**src/rtl/concatenated_integer_digit_top_defines.svh**
```systemverilog
// Assertion macros for the digit lookup block
`ifndef CONCATENATED_INTEGER_DIGIT_TOP_DEFINES_SVH
`define CONCATENATED_INTEGER_DIGIT_TOP_DEFINES_SVH
`ifndef SYNTHESIS
// Check that cons holds in the same cycle as ante
`define CID_ASSERT_NOW(label, clk, rst_n, ante, cons) \
  label: assert property (@(posedge clk) disable iff (!rst_n) (ante) |-> (cons)) \
    else $error("cid assertion failed");
// Check that cons holds after ante, at the delay given by dly
`define CID_ASSERT_DLY(label, clk, rst_n, ante, dly, cons) \
  label: assert property (@(posedge clk) disable iff (!rst_n) (ante) |-> ##(dly) (cons)) \
    else $error("cid assertion failed");
`else
`define CID_ASSERT_NOW(label, clk, rst_n, ante, cons)
`define CID_ASSERT_DLY(label, clk, rst_n, ante, dly, cons)
`endif
`endif

```
**src/rtl/cid_pkg.sv**
```systemverilog
`timescale 1ns / 1ps
package cid_pkg;

  localparam int POS_W    = 60;  // position and number width
  localparam int DIGIT_W  = 4;   // result digit width
  localparam int CNT_W    = 64;  // width of the digit count constants
  localparam int DIV_STEP = 4;   // quotient bits per divider stage
  localparam int BCD_STEP = 4;   // binary bits per BCD conversion stage

  // Power of ten, evaluated at elaboration
  function automatic logic [CNT_W-1:0] pow10(input int e);
    logic [CNT_W-1:0] p;
    p = CNT_W'(1);
    for (int i = 0; i < e; i++) begin
      p = p * CNT_W'(10);
    end
    return p;
  endfunction

  // Total digits taken by all numbers of 1..d digits, evaluated at elaboration
  function automatic logic [CNT_W-1:0] cum_count(input int d);
    logic [CNT_W-1:0] p;
    logic [CNT_W-1:0] s;
    p = CNT_W'(1);
    s = '0;
    for (int j = 1; j <= d; j++) begin
      s = s + CNT_W'(9) * p * CNT_W'(j);
      p = p * CNT_W'(10);
    end
    return s;
  endfunction

endpackage

```
**src/rtl/cid_div_pipe.sv**
```systemverilog
`timescale 1ns / 1ps
// Pipelined restoring divider: a wide dividend over a narrow divisor,
// a few quotient bits per stage, with a tag carried alongside.
module cid_div_pipe #(
  parameter int DVS_W = 5,
  parameter int TAG_W = 1
) (
  input  logic                      clk,
  input  logic                      rst_n,
  input  logic                      in_vld,
  input  logic [cid_pkg::POS_W-1:0] in_dividend,
  input  logic [DVS_W-1:0]          in_divisor,
  input  logic [TAG_W-1:0]          in_tag,
  output logic                      out_vld,
  output logic [cid_pkg::POS_W-1:0] out_quot,
  output logic [DVS_W-1:0]          out_rem,
  output logic [TAG_W-1:0]          out_tag
);

  localparam int POS_W  = cid_pkg::POS_W;
  localparam int STEP   = cid_pkg::DIV_STEP;
  localparam int STAGES = POS_W / STEP;

  logic                 vld_r [STAGES];
  logic [POS_W-1:0]     acc_r [STAGES];
  logic [DVS_W-1:0]     rem_r [STAGES];
  logic [DVS_W-1:0]     dvs_r [STAGES];
  logic [TAG_W-1:0]     tag_r [STAGES];

  for (genvar s = 0; s < STAGES; s++) begin : g_stg
    logic             vld_in;
    logic [POS_W-1:0] acc_in;
    logic [DVS_W-1:0] rem_in;
    logic [DVS_W-1:0] dvs_in;
    logic [TAG_W-1:0] tag_in;
    logic [POS_W-1:0] acc_nxt;
    logic [DVS_W-1:0] rem_nxt;

    // Take the operands from the port or from the stage ahead
    if (s == 0) begin : g_first
      assign vld_in = in_vld;
      assign acc_in = in_dividend;
      assign rem_in = '0;
      assign dvs_in = in_divisor;
      assign tag_in = in_tag;
    end else begin : g_next
      assign vld_in = vld_r[s-1];
      assign acc_in = acc_r[s-1];
      assign rem_in = rem_r[s-1];
      assign dvs_in = dvs_r[s-1];
      assign tag_in = tag_r[s-1];
    end

    // Shift in dividend bits, subtract where the divisor fits
    always_comb begin
      logic [DVS_W:0] t;
      rem_nxt = rem_in;
      acc_nxt = acc_in;
      for (int i = 0; i < STEP; i++) begin
        t = {rem_nxt, acc_nxt[POS_W-1]};
        if (t >= {1'b0, dvs_in}) begin
          rem_nxt = DVS_W'(t - {1'b0, dvs_in});
          acc_nxt = {acc_nxt[POS_W-2:0], 1'b1};
        end else begin
          rem_nxt = t[DVS_W-1:0];
          acc_nxt = {acc_nxt[POS_W-2:0], 1'b0};
        end
      end
    end

    // Advance the valid bit
    always_ff @(posedge clk) begin
      if (!rst_n) begin
        vld_r[s] <= 1'b0;
      end else begin
        vld_r[s] <= vld_in;
      end
    end

    // Advance the payload
    always_ff @(posedge clk) begin
      acc_r[s] <= acc_nxt;
      rem_r[s] <= rem_nxt;
      dvs_r[s] <= dvs_in;
      tag_r[s] <= tag_in;
    end
  end

  assign out_vld  = vld_r[STAGES-1];
  assign out_quot = acc_r[STAGES-1];
  assign out_rem  = rem_r[STAGES-1];
  assign out_tag  = tag_r[STAGES-1];

endmodule

```
**config.mk**
```make
export PLATFORM = sky130hd
export DESIGN_NAME = cid_div_pipe
export DESIGN_NICKNAME = d
export VERILOG_FILES = /design/src/rtl/concatenated_integer_digit_top_defines.svh /design/src/rtl/cid_pkg.sv /design/src/rtl/cid_div_pipe.sv
export SDC_FILE = /design/constraint.sdc
export NUM_CORES = 1
export LEC_CHECK = 0
export ABC_AREA = 1
export ABC_CLOCK_PERIOD_IN_PS = 14020
export BUFFER_PORTS_ARGS = -buffer_cell sky130_fd_sc_hd__buf_2
export CORE_MARGIN = 2
export CORE_UTILIZATION = 47
export CTS_CLUSTER_DIAMETER = 40
export DETAILED_ROUTE_END_ITERATION = 7
export HOLD_SLACK_MARGIN = 0.1
export PLACE_DENSITY = 0.66
export SETUP_SLACK_MARGIN = 0.4
export SLEW_MARGIN = 40
export SYNTH_ARGS = -nofsm -noshare
export SYNTH_HDL_FRONTEND = slang
export SYNTH_SLANG_ARGS = --single-unit
export TNS_END_PERCENT = 5
```
**constraint.sdc**
```tcl
create_clock -name clk -period 14.02 [get_ports clk]
set_clock_uncertainty 0.1 [all_clocks]
set_input_delay 1.402 -clock clk [delete_from_list [all_inputs] [get_ports clk]]
set_output_delay 1.402 -clock clk [all_outputs]
set_load 0.05 [all_outputs]
```
# After elaboration in Yosys (flattened, before gate mapping)
# Memory sizes are Yosys's and may differ from the RTL's.
# Cells that the tools add are included.
# op_classes
magnitude_cmp,60
shift,0
n_addsub,60
n_eq_ne,0
mul,0
n_div,0
mux,137
reduce_logical,0
n_bitwise,15
# ops
op,count
$ge 6x5->1,59
$mux 5,60
$sub 5x5->5,59
$mux 1,77
$or 1x1->1,15
$ge 1x5->1,1
$sub 1x5->5,1
# totals
ramBits,1080
input_bits,69
latchBits,0
output_inout_bits,67
n_memories,5
romBits,0
wordCells,277
reg_bits,0
# mem_list
memory,words,word_bits,rd,rd_ports_with_merged_regs,write_ports,line,rtl
acc_r,15,60,15,0,15,cid_div_pipe.sv:25,logic [POS_W-1:0] acc_r [STAGES];
dvs_r,15,5,14,0,15,cid_div_pipe.sv:27,logic [DVS_W-1:0] dvs_r [STAGES];
rem_r,15,5,15,0,15,cid_div_pipe.sv:26,logic [DVS_W-1:0] rem_r [STAGES];
tag_r,15,1,15,0,15,cid_div_pipe.sv:28,logic [TAG_W-1:0] tag_r [STAGES];
vld_r,15,1,15,0,15,cid_div_pipe.sv:24,logic vld_r [STAGES];

# Logic depth before layout (Yosys ltp)
# An unclocked memory read counts as a cell.
# logic_depth
depth_word,9
mapped_depth,40
ltp_nobuf,40

# Least setup slack after synthesis
# OpenSTA, ideal clock, no wires.
# synth_path
path_kind,input -> register
from,in in_dividend[59] (netlist name)
to,mem rem_r[0][1]
path_buffers,0
required_time_ns,13.862
arrival_ns,5.808
setup_ns,0.058
path_slack_ns,8.053
stages,28
path_cell_list,inv_1 ha_1 nor2_1 nor2_2 o21ai_0 inv_1 ha_1 nand2_1 nor2_1 a21oi_1 nand3_2 o21ai_0 ha_1 a21o_1 nor2_1 nor2_1 a211oi_2 nand2_2 nand2_1 o21ai_1 fa_1 nand2_1 nand2_1 a31o_2 a21oi_1 a21boi_1 nand3_1 nand2_1
# synth_rtl
element,line,rtl
"start, declared",cid_div_pipe.sv:11,"input logic [cid_pkg::POS_W-1:0] in_dividend,"
"end, declared",cid_div_pipe.sv:26,

==> summary.md <==
| Metric | Value |
|---|---|
| Yosys top cell area share | 55.3% |
| Post-synth ARST share | 0% |
| Core footprint | 0.0820 mm² |
| Final Wtd Congestion | 0.861 |
| Highest-delay cell along the critical path | fa_1 |
| Met3 usage | 3.64% |
| Area of the multi-input gates | 0.0150 mm² |
| Slowest stage delay, CP | 520 ps |
| Clock latency on the worst-skew pair | 720 ps |
| GRT Total Usage | 15.7% |
| WP depth | 33 |
| Critical path type | reg2reg |
| DRC viols | 0 |
| Die footprint | 0.0851 mm² |
| Post_cts resized | 0 |
| Cell family with most CP delay | compound AO/OA/AOI/OAI gates |
| Minimum clock period | 6620 ps |
| CTS Buffer Depth | 3 |
| Max Slew Vio Count | 0 |
| MaxCap Viol Count | 0 |
| Worst path bufs/invs | 6 |
| Post-Syn Area per Cell | 9.95 µm² |
| WL/cell | 12.2 µm |
| First-pass DRT Iterations | 5 |
| H-tree Lvls | 4 |
| Met2 Usage GRT | 25.1% |
| TritonCTS Buffers | 137 |
| Area growth syn-to-layout | 16.3% |
| Std-Cell Rows | 105 |
| Root cell of the clock tree | clkbuf_16 |
| Global route overflow | 0 |
| Startpoint types | flip-flop |
| Setup WS pre-CTS | 7340 ps |
| Nets | 4,544 |
| Synthesized Nets | 4,334 |
| CTS tree | yes |
| Arr. time, crit path | 7180 ps |
| Synth cell count leaders | 1,075 x dfxtp_1, 887 x nand2_1, 480 x inv_1, 297 x ha_1, 194 x nand3_1 |
| Vias in the first global route | 23,649 |
| Period utilisation layout | 47.2% |
| Post-DP HPWL | 47.0 mm |
| Clk slew on worst S/H paths | 60 ps |
| Top cell type by total area after synthesis | dfxtp_1 |
| Worst Slack Setup Final | 7400 ps |
| RSZ-0062 raised after global routing | no |
| 1st-iter DRT viols | 893 |
| Post-synthesis instance area | 0.0389 mm² |
| Seq/Total Area, Yosys | 55.3% |
| Most Frequent Cell on Critical Path | nand2_1 |
| Fillers | 7,188 |
| Slew HR | 58.7% |
| Reg area | 0.0215 mm² |
| Die Y-Extent | 292 µm |
| Count of hold-fix buffers inserted at cts | 0 |
| Post-synth EDFFs | 0 |
| Yosys reg bits | 1,075 |
| Required @ worst endpoint | 14,580 ps |
| Final wirelength | 64.9 mm |
| DRT antenna net count | 0 |
| Status | finished, final reports clean |
| I/O Buffers | 135 |
| Initial Util | 47.4% |
| First-pass GRT wire length | 111 mm |
| Worst-margin pin slew | 611 ps |
| # setup viols final | 0 |
| Met1 Use GR | 20.5% |
| Cells after Synth | 3,909 |
| Busiest grt layer | met2 |
| FMAX | 151 MHz |
| Post-CTS setup buffer count | 0 |
| Crit path max fanout | 9 |
| Ports | 136 |
| TritonCTS Sinks | 1,075 |
| Initial antenna violation count | 1 |
| Top-count cell post-synth | dfxtp_1 |
| Synth Flop Type | dfxtp_1 |
| Min-Delay Path Class | reg2reg |
| Worst Setup End Kind | flip-flop |
| Die width | 292 µm |
| Setup_tns | 0 ps |
| Hold depth | 0 |
| Hold Fails Final Rpt | 0 |
| Largest net degree at the start of global routing | 17 |
| Cells taking the most area after synthesis | dfxtp_1 55%, ha_1 9.6%, nand2_1 8.6% |
| Vias | 23,913 |
| Vias per cell | 4.51 |
| Ys Warns | 0 |
| Reg2Reg Depth | 33 |
| Layout cells sized above 1 | 14.4% |
| Count of different cell masters after synthesis | 45 |
[layout by cell type, fill, tap and decap left out, drive strengths merged]
cell      Yosys  final
nand2       942    942
and3          1      1
xnor2        58     58
o311ai        4      4
nand3b       28     28
a211oi        5      5
clkinv        0     43
dfxtp      1075   1075
o31ai         3      3
a211o         7      7
nand4         3      3
o21bai        2      2
o21a         13     13
nor2        187    187
a31oi         1      1
buf          63    135
inv         502    529
clkinvlp      0     10
a21o          4      4
a311oi        2      2
a221oi        3      3
diode         0      1
nand3       261    261
a41oi         3      3
fa           59     59
a21boi       13     13
clkbuf        1    164
xor2         90     90
a31o          1      1
nor3          6      6
bufinv        0      8
ha          297    297
o21ai       159    159
a21oi       116    116
[final timing paths]
check	from	to	slack (ps)
max	dvs_r[0][11]	rem_r[0][19]	7400
min	acc_r[1][44]	acc_r[1][108]	210
max reg2reg	dvs_r[0][11]	rem_r[0][19]	7400
min reg2reg	acc_r[1][44]	acc_r[1][108]	210
[per-stage QoR]
stage	instances	instance area (µm²)	hold slack (ps)	util (%)
2_1_floorplan	3909	38900	210	-
3_3_place_gp	5050	40400	210	49.3
3_5_place_dp	5050	40400	212	49.3
4_1_cts	5302	45200	215	55.2
5_1_grt	5302	45200	214	55.2
6_report	5303	45200	208	55.2
[routing by layer]
metal  share of wire [%]  wire (µm)
met4                 2.5       1590
met3                 3.9       2530
met5                   0          0
met1                  49      31900
met2                  44      28800
[layout make-up]
class | count | share of cell area [%]
diodes | 1 | 0.00553
clock buffers | 164 | 8.16
clock inverters | 88 | 2.49
inverters | 502 | 4.17
multi-input cells | 2268 | 33.1
flip-flops and latches | 1075 | 47.6
well taps | 1070 | 2.96
repair buffers | 135 | 1.49
[flip-flops by register name (all words and copies together) (netlist names)]
| signal | count |
|---|---|
| tag_r | 15 |
| dvs_r | 70 |
| vld_r | 15 |
| rem_r | 75 |
| acc_r | 900 |
[worst reg2reg max path: cells and delay by family, from the launching register on]
kind                       cells  cell delay (ps)
adders and majority gates      4             1740
AOI/OAI and AO/OA              9             2020
and+or+nand+nor               14             1480
buffers and inverters          6              760
DFF                            1              450
[cell families after synthesis]
| logic type | share of synthesized area, % |
|---|---|
| flip-flops | 55.3 |
| buffers and inverters | 6.10 |
| AO/OA/AOI/OAI | 5.02 |
| AND/OR/NAND/NOR | 17.6 |
| adder cells (fa/ha/maj) | 12.6 |
| XOR/XNOR | 3.33 |
Power is not shown: default switching activity piles up to over one toggle a cycle in this logic, so the estimate is an artifact.
