### src/rtl/concatenated_integer_digit_top_defines.svh
// Assertion macros for the digit lookup block
`ifndef CONCATENATED_INTEGER_DIGIT_TOP_DEFINES_SVH
`define CONCATENATED_INTEGER_DIGIT_TOP_DEFINES_SVH
`ifndef SYNTHESIS
// Check that cons holds in the same cycle as ante
`define CID_ASSERT_NOW(label, clk, rst_n, ante, cons) \
  label: assert property (@(posedge clk) disable iff (!rst_n) (ante) |-> (cons)) \
    else $error("cid assertion failed");
// Check that cons holds after ante, at the delay given by dly
`define CID_ASSERT_DLY(label, clk, rst_n, ante, dly, cons) \
  label: assert property (@(posedge clk) disable iff (!rst_n) (ante) |-> ##(dly) (cons)) \
    else $error("cid assertion failed");
`else
`define CID_ASSERT_NOW(label, clk, rst_n, ante, cons)
`define CID_ASSERT_DLY(label, clk, rst_n, ante, dly, cons)
`endif
`endif

### src/rtl/cid_pkg.sv
`timescale 1ns / 1ps
package cid_pkg;

  localparam int POS_W    = 60;  // position and number width
  localparam int DIGIT_W  = 4;   // result digit width
  localparam int CNT_W    = 64;  // width of the digit count constants
  localparam int DIV_STEP = 4;   // quotient bits per divider stage
  localparam int BCD_STEP = 4;   // binary bits per BCD conversion stage

  // Power of ten, evaluated at elaboration
  function automatic logic [CNT_W-1:0] pow10(input int e);
    logic [CNT_W-1:0] p;
    p = CNT_W'(1);
    for (int i = 0; i < e; i++) begin
      p = p * CNT_W'(10);
    end
    return p;
  endfunction

  // Total digits taken by all numbers of 1..d digits, evaluated at elaboration
  function automatic logic [CNT_W-1:0] cum_count(input int d);
    logic [CNT_W-1:0] p;
    logic [CNT_W-1:0] s;
    p = CNT_W'(1);
    s = '0;
    for (int j = 1; j <= d; j++) begin
      s = s + CNT_W'(9) * p * CNT_W'(j);
      p = p * CNT_W'(10);
    end
    return s;
  endfunction

endpackage

### src/rtl/cid_bcd_pipe.sv
`timescale 1ns / 1ps
// Pipelined binary to BCD conversion (shift and add three),
// a few binary bits per stage, with a tag carried alongside.
module cid_bcd_pipe #(
  parameter int NDIG  = 18,
  parameter int TAG_W = 1
) (
  input  logic                      clk,
  input  logic                      rst_n,
  input  logic                      in_vld,
  input  logic [cid_pkg::POS_W-1:0] in_bin,
  input  logic [TAG_W-1:0]          in_tag,
  output logic                      out_vld,
  output logic [NDIG*4-1:0]         out_bcd,
  output logic [TAG_W-1:0]          out_tag
);

  localparam int POS_W  = cid_pkg::POS_W;
  localparam int STEP   = cid_pkg::BCD_STEP;
  localparam int STAGES = POS_W / STEP;
  localparam int BW     = NDIG * 4;

  logic             vld_r [STAGES];
  logic [POS_W-1:0] bin_r [STAGES];
  logic [BW-1:0]    bcd_r [STAGES];
  logic [TAG_W-1:0] tag_r [STAGES];

  for (genvar s = 0; s < STAGES; s++) begin : g_stg
    logic             vld_in;
    logic [POS_W-1:0] bin_in;
    logic [BW-1:0]    bcd_in;
    logic [TAG_W-1:0] tag_in;
    logic [POS_W-1:0] bin_nxt;
    logic [BW-1:0]    bcd_nxt;

    // Take the operands from the port or from the stage ahead
    if (s == 0) begin : g_first
      assign vld_in = in_vld;
      assign bin_in = in_bin;
      assign bcd_in = '0;
      assign tag_in = in_tag;
    end else begin : g_next
      assign vld_in = vld_r[s-1];
      assign bin_in = bin_r[s-1];
      assign bcd_in = bcd_r[s-1];
      assign tag_in = tag_r[s-1];
    end

    // Correct every digit of five or more, then shift in the next bit
    always_comb begin
      bin_nxt = bin_in;
      bcd_nxt = bcd_in;
      for (int i = 0; i < STEP; i++) begin
        for (int dg = 0; dg < NDIG; dg++) begin
          if (bcd_nxt[dg*4 +: 4] >= 4'd5) begin
            bcd_nxt[dg*4 +: 4] = bcd_nxt[dg*4 +: 4] + 4'd3;
          end
        end
        bcd_nxt = {bcd_nxt[BW-2:0], bin_nxt[POS_W-1]};
        bin_nxt = {bin_nxt[POS_W-2:0], 1'b0};
      end
    end

    // Advance the valid bit
    always_ff @(posedge clk) begin
      if (!rst_n) begin
        vld_r[s] <= 1'b0;
      end else begin
        vld_r[s] <= vld_in;
      end
    end

    // Advance the payload
    always_ff @(posedge clk) begin
      bin_r[s] <= bin_nxt;
      bcd_r[s] <= bcd_nxt;
      tag_r[s] <= tag_in;
    end
  end

  assign out_vld = vld_r[STAGES-1];
  assign out_bcd = bcd_r[STAGES-1];
  assign out_tag = tag_r[STAGES-1];

endmodule

### config.mk
export PLATFORM = sky130hd
export DESIGN_NAME = cid_bcd_pipe
export DESIGN_NICKNAME = d
export VERILOG_FILES = /design/src/rtl/concatenated_integer_digit_top_defines.svh /design/src/rtl/cid_pkg.sv /design/src/rtl/cid_bcd_pipe.sv
export SDC_FILE = /design/constraint.sdc
export NUM_CORES = 2
export LEC_CHECK = 0
export ABC_CLOCK_PERIOD_IN_PS = 4600
export BUFFER_PORTS_ARGS = -buffer_cell sky130_fd_sc_hd__buf_2
export CAP_MARGIN = 20
export CORE_MARGIN = 1
export CORE_UTILIZATION = 40
export DETAILED_ROUTE_END_ITERATION = 8
export PLACE_DENSITY = 0.67
export SLEW_MARGIN = 40
export SYNTH_ARGS = -nofsm -noshare
export SYNTH_HDL_FRONTEND = slang
export SYNTH_SLANG_ARGS = --single-unit
export TNS_END_PERCENT = 10
### constraint.sdc
create_clock -name clk -period 4.6 [get_ports clk]
set_input_delay 0.23 -clock clk [delete_from_list [all_inputs] [get_ports clk]]
set_output_delay 0.23 -clock clk [all_outputs]
set_load 0.01 [all_outputs]
; Word level (Yosys, flattened, before mapping)
; Memories as Yosys holds them, arrays and structs flattened.
; Index checks and enable logic that the tools add are counted.
[op_classes]
addsub = 1014
n_mux = 1031
n_lt_le_gt_ge = 1014
bitwise = 15
[op_table]
columns = operator, count
row1 = $ge 4x3->1 const B, 1011
row2 = $mux 4, 958
row3 = $add 4x2->4 const B, 955
row4 = $add 3x2->3 const B, 56
row5 = $mux 3, 56
row6 = $mux 1, 17
row7 = $or 1x1->1, 15
row8 = $add 1x2->3 const B, 3
row9 = $ge 1x3->1 const B, 3
[totals]
wordCells = 3078
regBits = 0
mem_bits_rw = 1950
output_inout_bits = 74
inputBits = 64
n_memories = 4
[memory_table]
columns = memory, depth, width, read_ports, rd_clocked_by_memory_dff, wr, line
row1 = bcd_r, 15, 72, 15, 0, 15, cid_bcd_pipe.sv:25  ; logic [BW-1:0] bcd_r [STAGES];
row2 = bin_r, 15, 56, 14, 0, 15, cid_bcd_pipe.sv:24  ; logic [POS_W-1:0] bin_r [STAGES];
row3 = tag_r, 15, 1, 15, 0, 15, cid_bcd_pipe.sv:26  ; logic [TAG_W-1:0] tag_r [STAGES];
row4 = vld_r, 15, 1, 15, 0, 15, cid_bcd_pipe.sv:23  ; logic vld_r [STAGES];

; Logic depth before layout (Yosys ltp)
; An unclocked memory read counts as a cell.
[depth]
word_depth = 9
ltp_mapped = 21
depth_no_buf = 21

; Worst setup path before layout
; No wires, ideal clock.
[synth_timing]
kind = flip-flop to flip-flop
startpoint = memory bcd_r[1][192] in the netlist's numbering
endpoint = memory bcd_r[1][266] in the netlist's numbering
setup_slack_ns = 0.972
stages_incl_launch_ff = 15
synth_period_minus_slack_ns = 3.628
t_arrival_ns = 3.494
path_buffers = 1
setup_ns = 0.134
path_cell_list = dfxtp_1 -> inv_1 -> ha_1 -> nand2b_1 -> a21oi_2 -> mux2i_1 -> nand2_1 -> a31oi_1 -> clkbuf_1 -> inv_1 -> ha_1 -> a221oi_1 -> nor2_2 -> a2111oi_2 -> a21oi_1
[synth_rtl]
columns = item, line
row1 = start: declaration, cid_bcd_pipe.sv:25

==> metrics.csv <==
stage,metric,value,unit
die,initial core utilization,40.3,%
clocking,Sink Count,1071,
clocking,clk slew on worst S/H paths,0.05,ns
sta,"Slew Viols, Final",0,
run_status,status,finished clean,
synthesis,synthesized flop and latch total,1071,
die,core area,205000,um^2
grt,initial antenna violation count,0,
sta,Worst slew margin,42.2,%
place,placed cells,13300,
clocking,postcts setup bufs,0,
hold_path,worst hold path class,primary input to flip-flop,
sta,actual slew at the worst max-slew pin,0.843,ns
clocking,CTS Buf Count,137,
place,buffers added on ports,137,
detailed_routing,Antenna Nets Post-Route,0,
clocking,CTS root buffer,clkbuf_16,
grt,all-layer global routing usage,15.6,%
critical_path,CP Capture Point,bcd_r[1][185],
synthesis,main flop type after synthesis,dfxtp_1,
die,number of I/O pins,138,
grt,first-pass GRT wire length,296000,um
synthesis,Post-synth ARST share,0,%
synthesis,Synth Net Count,11300,
critical_path,crit-path max FO,10,
detailed_routing,initial drt markers,4716,
place,placed cell area,85300,um^2
critical_path,Crit. Startpoint,bcd_r[1][112],
cells_and_area,Ant. Diodes,0,
detailed_routing,WL per Instance,12.6,um
critical_path,reg-to-reg endpoint,bcd_r[1][185],
die,Die Height,456,um
clocking,CTS tree,done,
critical_path,Setup crit end kind,flip-flop,
synthesis,register area share after synthesis,26.0,%
die,FP Rows,166,
clocking,H-tree levels,4,
sta,min Tclk post-route,4.21,ns
die,Die Area,208000,um^2
detailed_routing,drt drc,0,
sta,Final Hold Fails,0,
sta,fmax,237,MHz
sta,period utilization,91.6,%
cells_and_area,post-route cell area,91400,um^2
synthesis,Gate Count Post-Synth,10700,
clocking,CTS Buffer Depth,3,
detailed_routing,DRT Wirelength,171000,um
cells_and_area,area grow syn2layout,11.0,%
sta,Total Negative Setup Slacks,0,ns
cells_and_area,multi-input logic area,57000,um^2
grt,largest net degree at the start of global routing,29,
cells_and_area,layout cells sized above 1,8.93,%
critical_path,Crit Reg-Reg Startpoint,bcd_r[1][112],
synthesis,Synth cell types,116,
critical_path,r2r setup slk,0.39,ns
detailed_routing,via-per-instance ratio,5.55,
sta,Worst Skew,0.0398,ns
cells_and_area,final std cells w/o fill,13600,
synthesis,"Avg Cell Area, Syn",7.69,um^2
critical_path,Setup crit start kind,flip-flop,
place,GPL Wtd Cong,0.839,
cells_and_area,FILL cells,19900,
place,Post-DP HPWL,124000,um
clocking,latest clock arrival within the worst-skew pair,0.80,ns
grt,number of global-route vias before repair,69700,
grt,global route overflow,0,
sta,RSZ-0062 raised after global routing,false,
critical_path,Crit path required time,5.27,ns
synthesis,Mapped Area,82400,um^2
cells_and_area,Register Area,21400,um^2
critical_path,R2R depth,16,
critical_path,Arrival @ worst endpoint,4.88,ns
synthesis,"EDFF count, synth",0,
detailed_routing,DRT Pass-1 Iters,6,
critical_path,CP Class,flip-flop to flip-flop,
sta,Setup-failing EPs final,0,
run,Max-Cap Viols,0,
detailed_routing,Vias,75600,
cells_and_area,Final nets,11400,
die,Die X,456,um
synthesis,synth warn,0,
cell type report:
type                       instances  area share [%]
clock buffer                     182            4.19
timing repair buffer             307            2.46
sequential                      1071            23.5
multi-input combinational       8607            62.3
tap                             2688            3.68
inverter                         698            2.87
clock inverter                    60            1.03
worst min-delay path by stage:
stage | from | slack (ns) | cells past startpoint | to
after global routing | in_bin[22] | 0.03 | 2 | bin_r[0][22]
final | in_bin[9] | 0.08 | 2 | bin_r[0][9]
after floorplan | in_bin[56] | 0.26 | 0 | bcd_r[0][0]
after global placement | bin_r[0][43] | 0.31 | 0 | bin_r[0][103]
after CTS | in_bin[22] | 0.0007 | 2 | bin_r[0][22]
after detailed placement | bin_r[0][40] | 0.31 | 0 | bin_r[0][100]
metrics by stage:
stage          setup WS [ns]  util (%)  hold slack (ns)
2_1_floorplan          0.972         -            0.258
3_3_place_gp           0.595      41.7            0.310
3_5_place_dp           0.451      41.7            0.312
4_1_cts                0.431      44.6         0.000715
5_1_grt               0.0736      44.7           0.0347
6_report               0.386      44.7           0.0820
synthesized netlist by cell type (207+ instances only):
library cell | n | area share (%)
mux2i_1 | 320 | 3.9
inv_1 | 675 | 3.1
nand2b_1 | 268 | 2.0
nor3_1 | 207 | 1.3
clkbuf_1 | 238 | 1.1
a21oi_1 | 1038 | 6.3
o21ai_0 | 998 | 6.1
mux2_2 | 236 | 3.2
ha_1 | 502 | 7.6
a31oi_1 | 274 | 2.1
dfxtp_1 | 1071 | 26
xnor2_1 | 454 | 4.8
nor2_1 | 942 | 4.3
nand2_1 | 896 | 4.1
critical path: stages, from the launching register on:
cell      delay, ns
dfxtp_1        0.34
inv_1          0.10
ha_1           0.20
nand2b_1       0.10
a21oi_2        0.24
mux2_2         0.44
o21a_1         0.21
mux2i_1        0.48
inv_1          0.27
ha_1           0.29
o21ai_0        0.07
o21ai_0        0.15
a211o_1        0.44
o21ai_0        0.33
a21oi_1        0.13
a211oi_1       0.23
nor2_1         0.08
flip-flops by register name, summed over array words and instances, names as in the netlist:
name / cells
bin_r: 420
tag_r: 15
vld_r: 15
bcd_r: 621
cells by family (layout without fill, tap and decap cells):
| group | after synthesis | count (layout) | share of synthesized area [%] |
|---|---|---|---|
| simple gates | 3158 | 3158 | 18.2 |
| mux | 574 | 574 | 7.40 |
| fa+ha+maj | 533 | 533 | 8.00 |
| buf+inv | 1035 | 1247 | 5.09 |
| flops | 1071 | 1071 | 26.0 |
| xor+xnor | 577 | 577 | 6.54 |
| compound gates | 3765 | 3765 | 28.8 |
cell usage in the layout, fill, tap and decap left out, drive strengths merged, types with 269 or more instances in the layout:
cell type | netlist | final
mux2i | 327 | 327
a31oi | 278 | 278
o21ai | 1084 | 1084
nand2 | 897 | 897
dfxtp | 1071 | 1071
nand2b | 269 | 269
a21oi | 1121 | 1121
xnor2 | 489 | 489
nor2 | 945 | 945
ha | 502 | 502
inv | 695 | 698
per-layer routing:
layer	wire length, um	track usage (%)	share of wire (%)
met1	76200	18.1	45
met2	85100	29.1	50
met3	6280	2.29	3.7
met4	3440	4.78	2.0
met5	0	0	0
what timing repair did:
| action | 4_1_cts | 5_1_grt |
|---|---|---|
| endpoints found under the hold margin | 77 | 0 |
| gates resized for setup | 0 | 2 |
| hold buffers | 117 | 0 |
| setup endpoints to repair | 0 | 4 |
Power is left out: the tool's default activity adds up to more than one toggle a clock period on the data nets, which glitch-free logic cannot reach.
